===== config.mk =====
export PLATFORM = sky130hd
export DESIGN_NAME = hcb_ctrl
export DESIGN_NICKNAME = d
export VERILOG_FILES = /design/src/rtl/hcb_pkg.sv /design/src/rtl/hcb_ctrl.sv
export SDC_FILE = /design/constraint.sdc
export NUM_CORES = 1
export LEC_CHECK = 0
export ABC_AREA = 1
export BUFFER_PORTS_ARGS = -buffer_cell sky130_fd_sc_hd__buf_2
export CAP_MARGIN = 20
export CORE_ASPECT_RATIO = 1.5
export CORE_UTILIZATION = 50
export DETAILED_ROUTE_END_ITERATION = 8
export PLACE_DENSITY = 0.73
export SLEW_MARGIN = 20
export SYNTH_ARGS = -nofsm -noshare
export SYNTH_HDL_FRONTEND = slang
export SYNTH_SLANG_ARGS = --single-unit

===== constraint.sdc =====
create_clock -name clk -period 1.76 [get_ports clk]
set_input_delay 0.176 -clock clk [delete_from_list [all_inputs] [get_ports clk]]
set_output_delay 0.176 -clock clk [all_outputs]
set_load 0.03 [all_outputs]

===== src/rtl/hcb_pkg.sv =====
`timescale 1ns / 1ps
package hcb_pkg;

    localparam int KIND_W   = 3;
    localparam int BYTE_W   = 8;
    localparam int STATUS_W = 2;
    localparam int WORD_W   = 64;
    localparam int LEN_W    = 7;
    localparam int WEIGHT_W = 32;

    localparam logic [BYTE_W-1:0] NEWLINE_BYTE = 8'd10;

    localparam logic [KIND_W-1:0] KIND_COUNT  = 3'd0;
    localparam logic [KIND_W-1:0] KIND_BUILD  = 3'd1;
    localparam logic [KIND_W-1:0] KIND_ENCODE = 3'd2;
    localparam logic [KIND_W-1:0] KIND_DECODE = 3'd3;
    localparam logic [KIND_W-1:0] KIND_END    = 3'd4;

    localparam logic [STATUS_W-1:0] ST_OK      = 2'd0;
    localparam logic [STATUS_W-1:0] ST_MIDCODE = 2'd1;
    localparam logic [STATUS_W-1:0] ST_NOTREE  = 2'd2;

    typedef enum logic [5:0] {
        OP_NONE,
        OP_CLR_CNT,
        OP_ACCEPT,
        OP_CNT_RD,
        OP_CNT_WR,
        OP_ENC_RD,
        OP_RES_CODE,
        OP_RES_ST0,
        OP_RES_ST2,
        OP_RES_END,
        OP_DEC_RD1,
        OP_DEC_RD2,
        OP_DEC_LEAF,
        OP_DEC_STEP,
        OP_EMIT,
        OP_CLR_CODE,
        OP_SCAN_RD,
        OP_LEAF,
        OP_SCAN_INC,
        OP_BUILD_EMPTY,
        OP_INS_RD,
        OP_INS_STEP,
        OP_LINK1,
        OP_LINK2,
        OP_M_START,
        OP_M_B,
        OP_M_SUM,
        OP_A_INIT,
        OP_A_RD,
        OP_A_LEAF,
        OP_A_LEFT,
        OP_A_RIGHT,
        OP_A_DEC,
        OP_A_DONE
    } hcb_op_t;

    typedef struct packed {
        logic [KIND_W-1:0] kind;
        logic              byte_ok;
        logic              built;
        logic              root_leaf;
        logic              idx_last;
        logic              cnt_use;
        logic              cur_nil;
        logic              nxt_nil;
        logic              wgt_lt;
        logic              used_zero;
        logic              info_leaf;
        logic              out_free;
    } hcb_stat_t;

endpackage


===== src/rtl/hcb_ctrl.sv =====
`timescale 1ns / 1ps
module hcb_ctrl (
    input  logic               clk,
    input  logic               rst_n,
    input  logic               item_valid,
    input  hcb_pkg::hcb_stat_t st,
    output logic               item_ready,
    output hcb_pkg::hcb_op_t   op
);
    import hcb_pkg::*;

    typedef enum logic [24:0] {
        S_CLEAR    = 25'h0000001,
        S_IDLE     = 25'h0000002,
        S_DISPATCH = 25'h0000004,
        S_CNT_WR   = 25'h0000008,
        S_ENC_WAIT = 25'h0000010,
        S_DEC_RD2  = 25'h0000020,
        S_DEC_CHK  = 25'h0000040,
        S_EMIT     = 25'h0000080,
        S_B_CLR    = 25'h0000100,
        S_SCAN_RD  = 25'h0000200,
        S_SCAN_CHK = 25'h0000400,
        S_SCAN_NXT = 25'h0000800,
        S_SCAN_END = 25'h0001000,
        S_INS_RD   = 25'h0002000,
        S_INS_CMP  = 25'h0004000,
        S_LINK1    = 25'h0008000,
        S_LINK2    = 25'h0010000,
        S_M_START  = 25'h0020000,
        S_M_B      = 25'h0040000,
        S_M_SUM    = 25'h0080000,
        S_A_INIT   = 25'h0100000,
        S_A_RD     = 25'h0200000,
        S_A_PROC   = 25'h0400000,
        S_A_RIGHT  = 25'h0800000,
        S_A_NEXT   = 25'h1000000
    } state_t;

    state_t state_reg, state_next;
    logic   merge_reg, merge_next;

    always_ff @(posedge clk or negedge rst_n)
    begin
        if (!rst_n)
        begin
            state_reg <= S_CLEAR;
            merge_reg <= 1'b0;
        end
        else
        begin
            state_reg <= state_next;
            merge_reg <= merge_next;
        end
    end

    always_comb
    begin
        state_next = state_reg;
        merge_next = merge_reg;
        op         = OP_NONE;
        item_ready = 1'b0;
        unique case (state_reg)
            S_CLEAR:
            begin
                op = OP_CLR_CNT;
                if (st.idx_last)
                begin
                    state_next = S_IDLE;
                end
            end
            S_IDLE:
            begin
                item_ready = 1'b1;
                if (item_valid)
                begin
                    op         = OP_ACCEPT;
                    state_next = S_DISPATCH;
                end
            end
            S_DISPATCH:
            begin
                unique case (st.kind)
                    KIND_COUNT:
                    begin
                        if (st.byte_ok)
                        begin
                            op         = OP_CNT_RD;
                            state_next = S_CNT_WR;
                        end
                        else
                        begin
                            state_next = S_IDLE;
                        end
                    end
                    KIND_BUILD:
                    begin
                        state_next = S_B_CLR;
                    end
                    KIND_ENCODE:
                    begin
                        if (!st.built)
                        begin
                            op         = OP_RES_ST2;
                            state_next = S_EMIT;
                        end
                        else if (!st.byte_ok)
                        begin
                            op         = OP_RES_ST0;
                            state_next = S_EMIT;
                        end
                        else
                        begin
                            op         = OP_ENC_RD;
                            state_next = S_ENC_WAIT;
                        end
                    end
                    KIND_DECODE:
                    begin
                        if (!st.built)
                        begin
                            op         = OP_RES_ST2;
                            state_next = S_EMIT;
                        end
                        else if (st.root_leaf)
                        begin
                            state_next = S_IDLE;
                        end
                        else
                        begin
                            op         = OP_DEC_RD1;
                            state_next = S_DEC_RD2;
                        end
                    end
                    KIND_END:
                    begin
                        op         = OP_RES_END;
                        state_next = S_EMIT;
                    end
                    default:
                    begin
                        state_next = S_IDLE;
                    end
                endcase
            end
            S_CNT_WR:
            begin
                op         = OP_CNT_WR;
                state_next = S_IDLE;
            end
            S_ENC_WAIT:
            begin
                op         = OP_RES_CODE;
                state_next = S_EMIT;
            end
            S_DEC_RD2:
            begin
                op         = OP_DEC_RD2;
                state_next = S_DEC_CHK;
            end
            S_DEC_CHK:
            begin
                if (st.info_leaf)
                begin
                    op         = OP_DEC_LEAF;
                    state_next = S_EMIT;
                end
                else
                begin
                    op         = OP_DEC_STEP;
                    state_next = S_IDLE;
                end
            end
            S_EMIT:
            begin
                if (st.out_free)
                begin
                    op         = OP_EMIT;
                    state_next = S_IDLE;
                end
            end
            S_B_CLR:
            begin
                op = OP_CLR_CODE;
                if (st.idx_last)
                begin
                    state_next = S_SCAN_RD;
                end
            end
            S_SCAN_RD:
            begin
                op         = OP_SCAN_RD;
                state_next = S_SCAN_CHK;
            end
            S_SCAN_CHK:
            begin
                if (st.cnt_use)
                begin
                    op         = OP_LEAF;
                    merge_next = 1'b0;
                    state_next = S_INS_RD;
                end
                else
                begin
                    state_next = S_SCAN_NXT;
                end
            end
            S_SCAN_NXT:
            begin
                if (st.idx_last)
                begin
                    state_next = S_SCAN_END;
                end
                else
                begin
                    op         = OP_SCAN_INC;
                    state_next = S_SCAN_RD;
                end
            end
            S_SCAN_END:
            begin
                if (st.used_zero)
                begin
                    op         = OP_BUILD_EMPTY;
                    state_next = S_EMIT;
                end
                else
                begin
                    state_next = S_M_START;
                end
            end
            S_INS_RD:
            begin
                if (st.cur_nil)
                begin
                    state_next = S_LINK1;
                end
                else
                begin
                    op         = OP_INS_RD;
                    state_next = S_INS_CMP;
                end
            end
            S_INS_CMP:
            begin
                if (st.wgt_lt)
                begin
                    op         = OP_INS_STEP;
                    state_next = S_INS_RD;
                end
                else
                begin
                    state_next = S_LINK1;
                end
            end
            S_LINK1:
            begin
                op         = OP_LINK1;
                state_next = S_LINK2;
            end
            S_LINK2:
            begin
                op         = OP_LINK2;
                state_next = merge_reg ? S_M_START : S_SCAN_NXT;
            end
            S_M_START:
            begin
                op         = OP_M_START;
                state_next = S_M_B;
            end
            S_M_B:
            begin
                if (st.nxt_nil)
                begin
                    state_next = S_A_INIT;
                end
                else
                begin
                    op         = OP_M_B;
                    state_next = S_M_SUM;
                end
            end
            S_M_SUM:
            begin
                op         = OP_M_SUM;
                merge_next = 1'b1;
                state_next = S_INS_RD;
            end
            S_A_INIT:
            begin
                op         = OP_A_INIT;
                state_next = S_A_RD;
            end
            S_A_RD:
            begin
                op         = OP_A_RD;
                state_next = S_A_PROC;
            end
            S_A_PROC:
            begin
                if (st.info_leaf)
                begin
                    op         = OP_A_LEAF;
                    state_next = S_A_NEXT;
                end
                else
                begin
                    op         = OP_A_LEFT;
                    state_next = S_A_RIGHT;
                end
            end
            S_A_RIGHT:
            begin
                op         = OP_A_RIGHT;
                state_next = S_A_NEXT;
            end
            S_A_NEXT:
            begin
                if (st.used_zero)
                begin
                    op         = OP_A_DONE;
                    state_next = S_EMIT;
                end
                else
                begin
                    op         = OP_A_DEC;
                    state_next = S_A_RD;
                end
            end
            default:
            begin
                state_next = S_CLEAR;
            end
        endcase
    end
endmodule


=== Word level (Yosys, flattened, before mapping) ===
Cells that the tools add are included.

* Equal/unequal tests: 34
* Reduce and logical (&&, ||, !) cells: 4
* Muxes and demuxes: 42
* Add/sub/neg operators: 0
* Shift operators: 0
* Multiply operators: 0
* Order comparisons: 0
* Bitwise operators: 0
* Div/mod/pow operators: 0

{| class="wikitable"
|+ Operators by type and width
! kind !! number
|-
| $pmux W25 S25 || 1
|-
| $pmux W6 S25 || 1
|-
| $mux W25 || 5
|-
| $pmux W25 S5 || 1
|-
| $mux W18 || 2
|-
| $mux W16 || 2
|-
| $mux W8 || 4
|-
| $mux W5 || 6
|-
| $eq A25 B1 Y1 const B || 1
|-
| $eq A25 B10 Y1 const B || 1
|-
| $eq A25 B11 Y1 const B || 1
|-
| $eq A25 B12 Y1 const B || 1
|-
| $eq A25 B13 Y1 const B || 1
|-
| $eq A25 B14 Y1 const B || 1
|-
| $eq A25 B15 Y1 const B || 1
|-
| $eq A25 B16 Y1 const B || 1
|-
| $eq A25 B17 Y1 const B || 1
|-
| $eq A25 B18 Y1 const B || 1
|-
| $eq A25 B19 Y1 const B || 1
|-
| $eq A25 B2 Y1 const B || 1
|-
| $eq A25 B20 Y1 const B || 1
|-
| $eq A25 B21 Y1 const B || 1
|-
| $eq A25 B22 Y1 const B || 1
|-
| $eq A25 B23 Y1 const B || 1
|-
| 27 further kinds || 42
|}

* RAM bits: 0
* Bits in latches: 0
* Memories kept: 0
* ROM bits: 0
* Register bits after elaboration: 26
* Output and inout port bits: 7

=== Depth between registers and ports, before layout ===
Gate-level depths: netlist of run 1.

* Word-level depth: 4
* Mapped depth: 12
* Gate-level depth less buffers: 12

=== Least setup slack after synthesis of run 1 ===
No wires, ideal clock.

* Path type: register to output
* Start: register state_reg[18]
* End: output op[0]
* Cell stages (with the launch flop): 9
* Data arrival time: 1.881 ns
* Setup slack: -0.297 ns
* Path buffers: 0
* Cells stage by stage: dfrtp_1 > nor2_2 > nand2_4 > nor2_4 > nand2_1 > nor2_1 > nand2_1 > and3_1 > nand3_1

* Word-level cells in the longest chain between the ends: 2
* Elaborated cells on any way between the ends: 26
* Classes of those cells: eq/ne: 25; mux: 1

{| class="wikitable"
|+ Ends and longest elaborated chain
! what !! line !! source
|-
| from (decl) || hcb_ctrl.sv:40 || <nowiki>state_t state_reg, state_next;</nowiki>
|-
| from (signal assigned) || hcb_ctrl.sv:52 || <nowiki>state_reg <= state_next;</nowiki>
|-
| $eq A25 B25 Y1, or another cell as far along || hcb_ctrl.sv:63 || <nowiki>unique case (state_reg)</nowiki>
|-
| $pmux W6 S25 (*) || hcb_ctrl.sv:63 ||
|-
| to (decl) || hcb_ctrl.sv:8 || <nowiki>output hcb_pkg::hcb_op_t op</nowiki>
|}

Mark *: on every way between the ends. The rest lies on a longest branch, timed or not.

=== Final worst setup path of run 1 ===
* Start: register state_reg[2]
* End: output op[2]

Same word-level chain as after synthesis.

==> impl_metrics.toml, run 1 <==
[outcome]
run_status = "complete, but fails checks"
violations = "negative setup slack"

[floorplanning]
die_h_microns = 82.28
chipWidth_microns = 55.52
placementRows = 28
die_area_sq_mm = 0.004568
core_sq_mm = 0.004029
start_util_pct = 53.32
num_io_pins = 24

[setup_path]
worstSetupPathType = "reg -> out"
crit_fanout = 3
cp-startpoint = "state_reg[2]"
worst_path_dominant_cell_family = "simple AND/OR/NAND/NOR gates"
endpoint_kind = "primary output"
cp_cell_sequence = "nor2_2 -> nand2_2 -> buf_4 -> nor2_1 -> nand2_2 -> nor2_4 -> inv_2 -> nand2_1 -> nor2_1 -> nand4_1 -> buf_6"
r2r-start = "state_reg[2]"
start_kind = "register"
cp.required_ps = 1580
cp_slowest_cell = "dfrtp_1"
slowest_delay_ps = 420
reg2reg_depth = 13
path_buf_inv = 3
worstPathArrival_ps = 2120
cp.depth = 11

[clocking]
cts_sinks = 26
root_buffer = "clkbuf_8"
clk_latency_ps = 280
clk_pin_slew_worst_paths_ps = 100
cts_tree = "built"
numCtsBuffers = 3
cts_buffer_depth = 2
cts_max_level = 1

[sta]
slew_viol_final = 0
finClkSkew_ps = 2.162
setup_viol = 13
slew_headroom_pct = 58.65
min_period_ps = 2300
fmax_mhz = 434.7
rsz0062_at_grt = "yes"
holdWs_ps = 87.51
fin_ws_ps = -540.2
tightest_slew_ps = 620.2
min_period_over_period_pct = 130.7
hold_violations = 0

[layout]
regArea_sq_um = 651.9
final_cell_count_no_fill = 518
diodes = 0
nNetsFinal = 491
largest_register_ffs = 25
fillCellCount = 231
area_growth_pct = 58.77
multiInputGateArea_sq_mm = 0.001544
layout-drive-gt1-share_pct = 43.13
final_area_sq_mm = 0.003411

[routing]
m1WireLength_mm = 2.791
wl_met2_mm = 4.500
drt_iter0_drc = 205
ant_nets = 0
totalWireLength_mm = 8.571
drtPass1Iterations = 4
remaining_drc_errors = 0
avgRoutedWirePerCell_microns = 16.55
top_layer = "met4"
avgViaCountPerCell = 5.643
vias = 2923
routed-wl-met3_microns = 565

[min_path]
hp-class = "in -> reg"
hold_depth = 2
min_from = "st[3]"

[job]
cap_violations = 0

[yosys]
syn_inst = 358
async_reset_ff_share_pct = 100.0
yosysTopAreaCell = "dfrtp_1"
yosys.cell_count.top_type = "nand2_1"
yosysWarnings = 0
yosysTopAreaCellShare_pct = 29.12
synth_common_cells = "nand2_1 (102), nor2_1 (76), inv_1 (48), nand3_1 (36), dfrtp_1 (25)"
syn_area_sq_mm = 0.002148
ys_top_cells_by_area = "dfrtp_1 (29%), nand2_1 (18%), nor2_1 (13%), nand3_1 (8.4%), inv_1 (8.4%)"
avgSynthCellArea_sq_um = 6.001
synth_flop_cell = "dfrtp_1"
synth_edf_count = 0
syn_nets = 375
ys_seq_area_share_pct = 30.34
ys_types = 30
synth-seq-cells = 26

[placed_design]
dp_hpwl_mm = 5.246
post_dp_cell_area_sq_mm = 0.002858
gp_congestion = 0.9437
io_buffers = 23
placedCellCount = 494
post-place-ws_ps = -184.0

[grt]
grt_max_degree = 27
antenna_found_initial = 0
grt_pass1_wl_mm = 11.21
grt-ovfl-total = 0
grt_pass1_vias = 2601
grt_usage_pct = 32.23

[power]
peakVddDrop_mv = 0.7320
p_leak_uw = 0.001829
p_int_uw = 1418
switching_share_pct = 40.69
power_frac_seq_pct = 27.8
p_sw_uw = 972.5
p_clk_share_pct = 17.1
p_comb_share_pct = 55.1
power_density_mw_per_mm2 = 700.8
[power by group through the flow]
stage / Sequential (uW) / Combinational (uW) / Clock [uW]
floorplan: 666 / 486 / 0
global placement: 663 / 861 / 0
detailed placement: 667 / 879 / 0
CTS: 660 / 1050 / 391
global route: 664 / 1360 / 434
finish: 664 / 1320 / 410
[cell families (layout without fill, tap and decap cells)]
kind of cell / count (synthesis) / after routing / share of synthesized area (%)
simple gates: 253 / 254 / 53.64
buf+inv: 58 / 172 / 10.42
flops: 26 / 26 / 30.34
compound gates: 21 / 21 / 5.591
[layer usage]
metal / vias up / GRT usage [%]
met4: 0 / 20.25
met2: 161 / 65.06
met3: 72 / 2.804
met1: 1345 / 31.40
met5: - / 0
li1: 1345 / -
[worst paths after layout]
kind / slack, ps / endpoint
min: 90 / state_reg[15]
max in group asynchronous: 900 / state_reg[23]
min reg2reg: 570 / merge_reg
max reg2reg: -260 / state_reg[0]
min in group asynchronous: 460 / state_reg[3]
max: -540 / op[2]
[repair_timing]
item                                   in CTS  in global routing
resized for setup                          47                 48
hold buffers                                1                  0
endpoints found under the hold margin      25                  0
pin swaps                                  12                 24
setup buffers                               9                 10
gates cloned                                1                  0
setup endpoints to repair                  10                 14
[final cells by class]
class | instances | share of cell area (%)
sequential | 26 | 19.11
clock buffer | 4 | 1.614
tap | 45 | 1.651
inverter | 56 | 6.530
timing repair buffer | 112 | 25.83
multi-input combinational | 275 | 45.27
[metrics by stage]
stage / setup TNS, ps / util, % / power [uW]
2_1_floorplan: -46.74 / - / 1152
5_1_grt: -4720 / 84.66 / 2460
6_report: -3692 / 84.66 / 2390
4_1_cts: -1958 / 78.35 / 2105
3_5_place_dp: -796.3 / 70.93 / 1546
3_3_place_gp: -682.5 / 70.93 / 1524
[placed cells by master, fill, tap and decap left out, types with 2 or more instances in the layout]
cell,instances
inv_2,10
o21ai_0,6
nor3_1,4
nand2_8,2
nor3_2,2
buf_12,2
dfrtp_1,25
a21oi_1,7
buf_6,14
nand2_1,84
inv_1,45
buf_2,16
nand3_1,30
nor2_1,55
clkbuf_8,4
buf_4,79
nor2_2,18
nand2_4,6
nand3_2,6
nand2_2,21
nor2_4,15
nand4_1,5
(Power assumes the default switching activity.)
==> inputs of run 2 (changes only) <==
--- a/config.mk
+++ b/config.mk
@@ -13,4 +13,5 @@
 export DETAILED_ROUTE_END_ITERATION = 8
 export PLACE_DENSITY = 0.73
+export SKIP_CTS_REPAIR_TIMING = 1
 export SLEW_MARGIN = 20
 export SYNTH_ARGS = -nofsm -noshare
==> constraint.sdc (replaced) <==
create_clock -name clk -period 1.76 [get_ports clk]
set_input_delay 0.176 -clock clk [delete_from_list [all_inputs] [get_ports clk]]
set_output_delay 0.176 -clock clk [all_outputs]
set_load 0.1 [all_outputs]
==> impl_metrics.toml, run 2 (synthesis results as in run 1) <==
[routing]
totalWireLength_mm = 7.299
ant_nets = 0
drt_iter0_drc = 143
remaining_drc_errors = 0
drtPass1Iterations = 4
vias = 2738
avgViaCountPerCell = 5.337
avgRoutedWirePerCell_microns = 14.23

[setup_path]
r2r_slack_ps = -70
path_buf_inv = 3
cp_cell_sequence = "buf_4 -> nor2_1 -> nand3_1 -> nor2_1 -> nand3_1 -> buf_4 -> o21ai_0 -> nor2_1 -> nand2_1 -> nor2_1 -> nand3_4 -> buf_12"
endpoint_kind = "primary output"
reg2reg_depth = 11
crit_fanout = 3
start_kind = "register"
cpMostUsedCell = "nor2_1"
cp_slowest_cell = "dfrtp_1"
worstPathArrival_ps = 2170
slowest_delay_ps = 420
cp.required_ps = 1580
r2r-start = "state_reg[5]"
worstSetupPathType = "reg -> out"
worst_path_dominant_cell_family = "simple AND/OR/NAND/NOR gates"
cp-startpoint = "state_reg[17]"
r2r_end = "state_reg[1]"

[floorplanning]
start_util_pct = 53.32
die_h_microns = 82.28
num_io_pins = 24
chipWidth_microns = 55.52
die_area_sq_mm = 0.004568
core_sq_mm = 0.004029
placementRows = 28

[clocking]
cts_max_level = 1
clk_latency_ps = 280
clk_pin_slew_worst_paths_ps = 90
cts_buffer_depth = 2
cts_tree = "built"
root_buffer = "clkbuf_8"
cts_sinks = 26
numCtsBuffers = 3

[grt]
antenna_found_initial = 0
grt-ovfl-total = 0
grt_pass1_vias = 2561
grt_max_degree = 27
grt_usage_pct = 29.05
grt_pass1_wl_mm = 10.44

[layout]
layout-drive-gt1-share_pct = 39.53
nNetsFinal = 486
final_cell_mix = "nand2_1 (91), buf_4 (76), nor2_1 (56)"
diodes = 0
largest_register_ffs = 25
final_cell_count_no_fill = 513
regArea_sq_um = 651.9
layout_commonest_cell = "nand2_1"
multiInputGateArea_sq_mm = 0.001505
final_area_sq_mm = 0.003388
fillCellCount = 264
area_growth_pct = 57.72

[placed_design]
dp_hpwl_mm = 5.241
gp_congestion = 0.9502
placedCellCount = 497
io_buffers = 23
post_dp_cell_area_sq_mm = 0.003070

[min_path]
min_to = "state_reg[14]"
hp-class = "in -> reg"
min_from = "st[5]"
hold_depth = 2

[sta]
min_period_over_period_pct = 133.5
setup_viol = 12
fin_ws_ps = -588.7
fmax_mhz = 425.8
slew_viol_final = 0
rsz0062_at_grt = "yes"
slew_headroom_pct = 58.48
tightest_slew_ps = 622.8
finClkSkew_ps = 2.707
hold_violations = 0
fin_setup_tns_ps = -3208
min_period_ps = 2349

[power]
p_leak_uw = 0.001807
peakVddDrop_mv = 0.8614
finalPower_uw = 2574
power_density_mw_per_mm2 = 759.5

[outcome]
run_status = "complete, but fails checks"
violations = "negative setup slack"

[job]
cap_violations = 0
-- run 2: cell types whose count changed in the layout (fill, tap and decap cells not counted), moves of 2 or more --
cell / previous run / this run
buf_6: 14 / 6
nand2_4: 6 / 8
buf_12: 2 / 8
nand3_2: 6 / 1
nor2_2: 18 / 16
nand3_1: 30 / 34
nand2_2: 21 / 13
nand2_1: 84 / 91
buf_4: 79 / 76
-- run 2: layer usage --
layer,track usage [%],share of wire [%],routed length (microns)
met3,2.492,3.3,239
met5,0,0,0
met1,27.92,36,2599
met2,60.84,56,4099
met4,14.75,4.9,361
-- run 2: worst max path at each step --
stage	end	slack, ps	depth (start not counted)
6_report	op[0]	-590	12
5_1_grt	op[0]	-650	12
4_1_cts	op[4]	-540	13
3_5_place_dp	op[4]	-210	13
3_3_place_gp	op[4]	-170	13
2_1_floorplan	op[2]	-480	11
-- run 2: per-stage QoR --
stage                     util [%]  setup WS, ps  hold slack, ps
after floorplan                  -        -476.8          -119.6
after global placement       76.21        -173.6           200.9
after detailed placement     76.21        -212.2           206.3
after CTS                    77.98        -539.1          -97.94
after global routing         84.10        -653.7           99.87
final                        84.10        -588.7           101.2
-- run 2: cell type report --
cell class | instances | share of cell area, %
well taps | 45 | 1.662
inverters | 56 | 6.352
flip-flops and latches | 26 | 19.24
clock buffers | 3 | 1.219
repair buffers | 107 | 26.22
multi-input cells | 275 | 44.42
clock inverters | 1 | 0.8863
-- run 2: where the power goes --
part           switching, uW  internal (uW)  total, uW
Sequential              32.9            639        671
Combinational            818            579       1400
Clock                    200            305        505
Total                   1050           1520       2570
==> inputs of run 3 (changes only) <==
Settings changed: SETUP_SLACK_MARGIN from default to 0.02.
==> impl_metrics.toml, run 3 (synthesis results as in run 1) <==
[outcome]
run_status = "complete, but fails checks"
violations = "negative setup slack"

[clocking]
numCtsBuffers = 3
cts_tree = "built"
cts_max_level = 1
root_buffer = "clkbuf_8"
clk_latency_ps = 280
cts_sinks = 26
clk_pin_slew_worst_paths_ps = 90
cts_buffer_depth = 2

[layout]
final_area_sq_mm = 0.003507
final_util_pct = 87.05
layout-drive-gt1-share_pct = 43.35
layout_commonest_cell = "nand2_1"
multiInputGateArea_sq_mm = 0.001623
diodes = 0
fillCellCount = 211
largest_register_ffs = 25
regArea_sq_um = 651.9
final_cell_mix = "nand2_1 (88), buf_4 (73), nor2_1 (48)"
nNetsFinal = 484
area_growth_pct = 63.25

[grt]
grt_pass1_vias = 2518
grt_usage_pct = 30.92
antenna_found_initial = 0
grt_max_degree = 27
grt-ovfl-total = 0
grt_pass1_wl_mm = 10.81

[floorplanning]
chipWidth_microns = 55.52
die_area_sq_mm = 0.004568
num_io_pins = 24
start_util_pct = 53.32
placementRows = 28
core_sq_mm = 0.004029
die_h_microns = 82.28

[setup_path]
slowest_delay_ps = 430
cp_slowest_cell = "dfrtp_1"
endpoint = "op[0]"
path_buf_inv = 2
cp.depth = 12
r2r-start = "state_reg[11]"
cp-startpoint = "state_reg[11]"
crit_fanout = 7
worstPathArrival_ps = 2200
endpoint_kind = "primary output"
r2r_end = "state_reg[1]"
reg2reg_depth = 10
cp_cell_sequence = "nor2_2 -> nand2_2 -> nor2_8 -> nand2_8 -> clkinv_8 -> nand2_8 -> nor2_4 -> nand2_1 -> nand2_1 -> nand2_2 -> nand3_4 -> buf_12"
cp.required_ps = 1580
worstSetupPathType = "reg -> out"
worst_path_dominant_cell_family = "simple AND/OR/NAND/NOR gates"
r2r_slack_ps = -130
start_kind = "register"

[routing]
vias = 2868
remaining_drc_errors = 0
totalWireLength_mm = 8.551
drtPass1Iterations = 5
ant_nets = 0
avgViaCountPerCell = 5.613
avgRoutedWirePerCell_microns = 16.73
drt_iter0_drc = 189

[sta]
fin_setup_tns_ps = -4121
min_period_over_period_pct = 135.1
tightest_slew_ps = 585.5
hold_violations = 0
rsz0062_at_grt = "yes"
fmax_mhz = 420.5
slew_headroom_pct = 60.97
finClkSkew_ps = 4.937
fin_ws_ps = -617.9
slew_viol_final = 0
setup_viol = 15
min_period_ps = 2378

[power]
switching_share_pct = 42.31
p_clk_share_pct = 19.0
peakVddDrop_mv = 0.8968
p_int_uw = 1562
power_density_mw_per_mm2 = 771.9
p_comb_share_pct = 56.1
p_sw_uw = 1145
power_frac_seq_pct = 24.9
p_leak_uw = 0.001839

[placed_design]
gp_congestion = 0.9732
dp_hpwl_mm = 5.344
post_dp_cell_area_sq_mm = 0.003064
io_buffers = 23

[job]
cap_violations = 0

[min_path]
hp-class = "in -> reg"
## run 3: final cells by class
cell class	instances	share of cell area, %
Clock buffer	3	1.177
Clock inverter	1	0.8562
Inverter	56	6.493
Multi-Input combinational cell	275	46.27
Sequential cell	26	18.59
Tap cell	45	1.605
Timing Repair Buffer	105	25.01
## run 3: routing by layer
metal	vias up	share of wire, %	global-route usage (%)
met5	-	0	0
met1	1322	35	30.03
met3	61	4.7	2.960
met4	0	7.0	14.50
li1	1334	-	-
met2	151	53	64.70
## run 3: how the worst min path moves through the flow
stage / from / depth (start not counted) / slack [ps] / to
after global routing: st[3] / 2 / 130 / state_reg[15]
after CTS: rst_n / 1 / -90 / state_reg[15]
after detailed placement: rst_n / 1 / 210 / state_reg[15]
after global placement: rst_n / 1 / 210 / state_reg[14]
final: st[3] / 2 / 110 / state_reg[15]
after floorplan: rst_n / 0 / -120 / merge_reg
## run 3: power by group through the flow
| stage | Clock, uW | Combinational, uW | Sequential (uW) |
|---|---|---|---|
| final | 513 | 1520 | 675 |
| after detailed placement | 0 | 1190 | 683 |
| after global placement | 0 | 1180 | 677 |
| after global routing | 532 | 1580 | 677 |
| after CTS | 506 | 1200 | 671 |
| after floorplan | 0 | 753 | 679 |
## run 3: per-stage QoR
| stage | hold WS [ps] | power (uW) | worst slack [ps] | cells |
|---|---|---|---|---|
| CTS | -91.77 | 2381 | -545.0 | 497 |
| global route | 128.7 | 2793 | -704.7 | 511 |
| finish | 109.1 | 2707 | -617.9 | 511 |
| global placement | 205.7 | 1857 | -176.8 | 493 |
| detailed placement | 207.6 | 1877 | -216.0 | 493 |
| floorplan | -119.6 | 1432 | -476.8 | 358 |
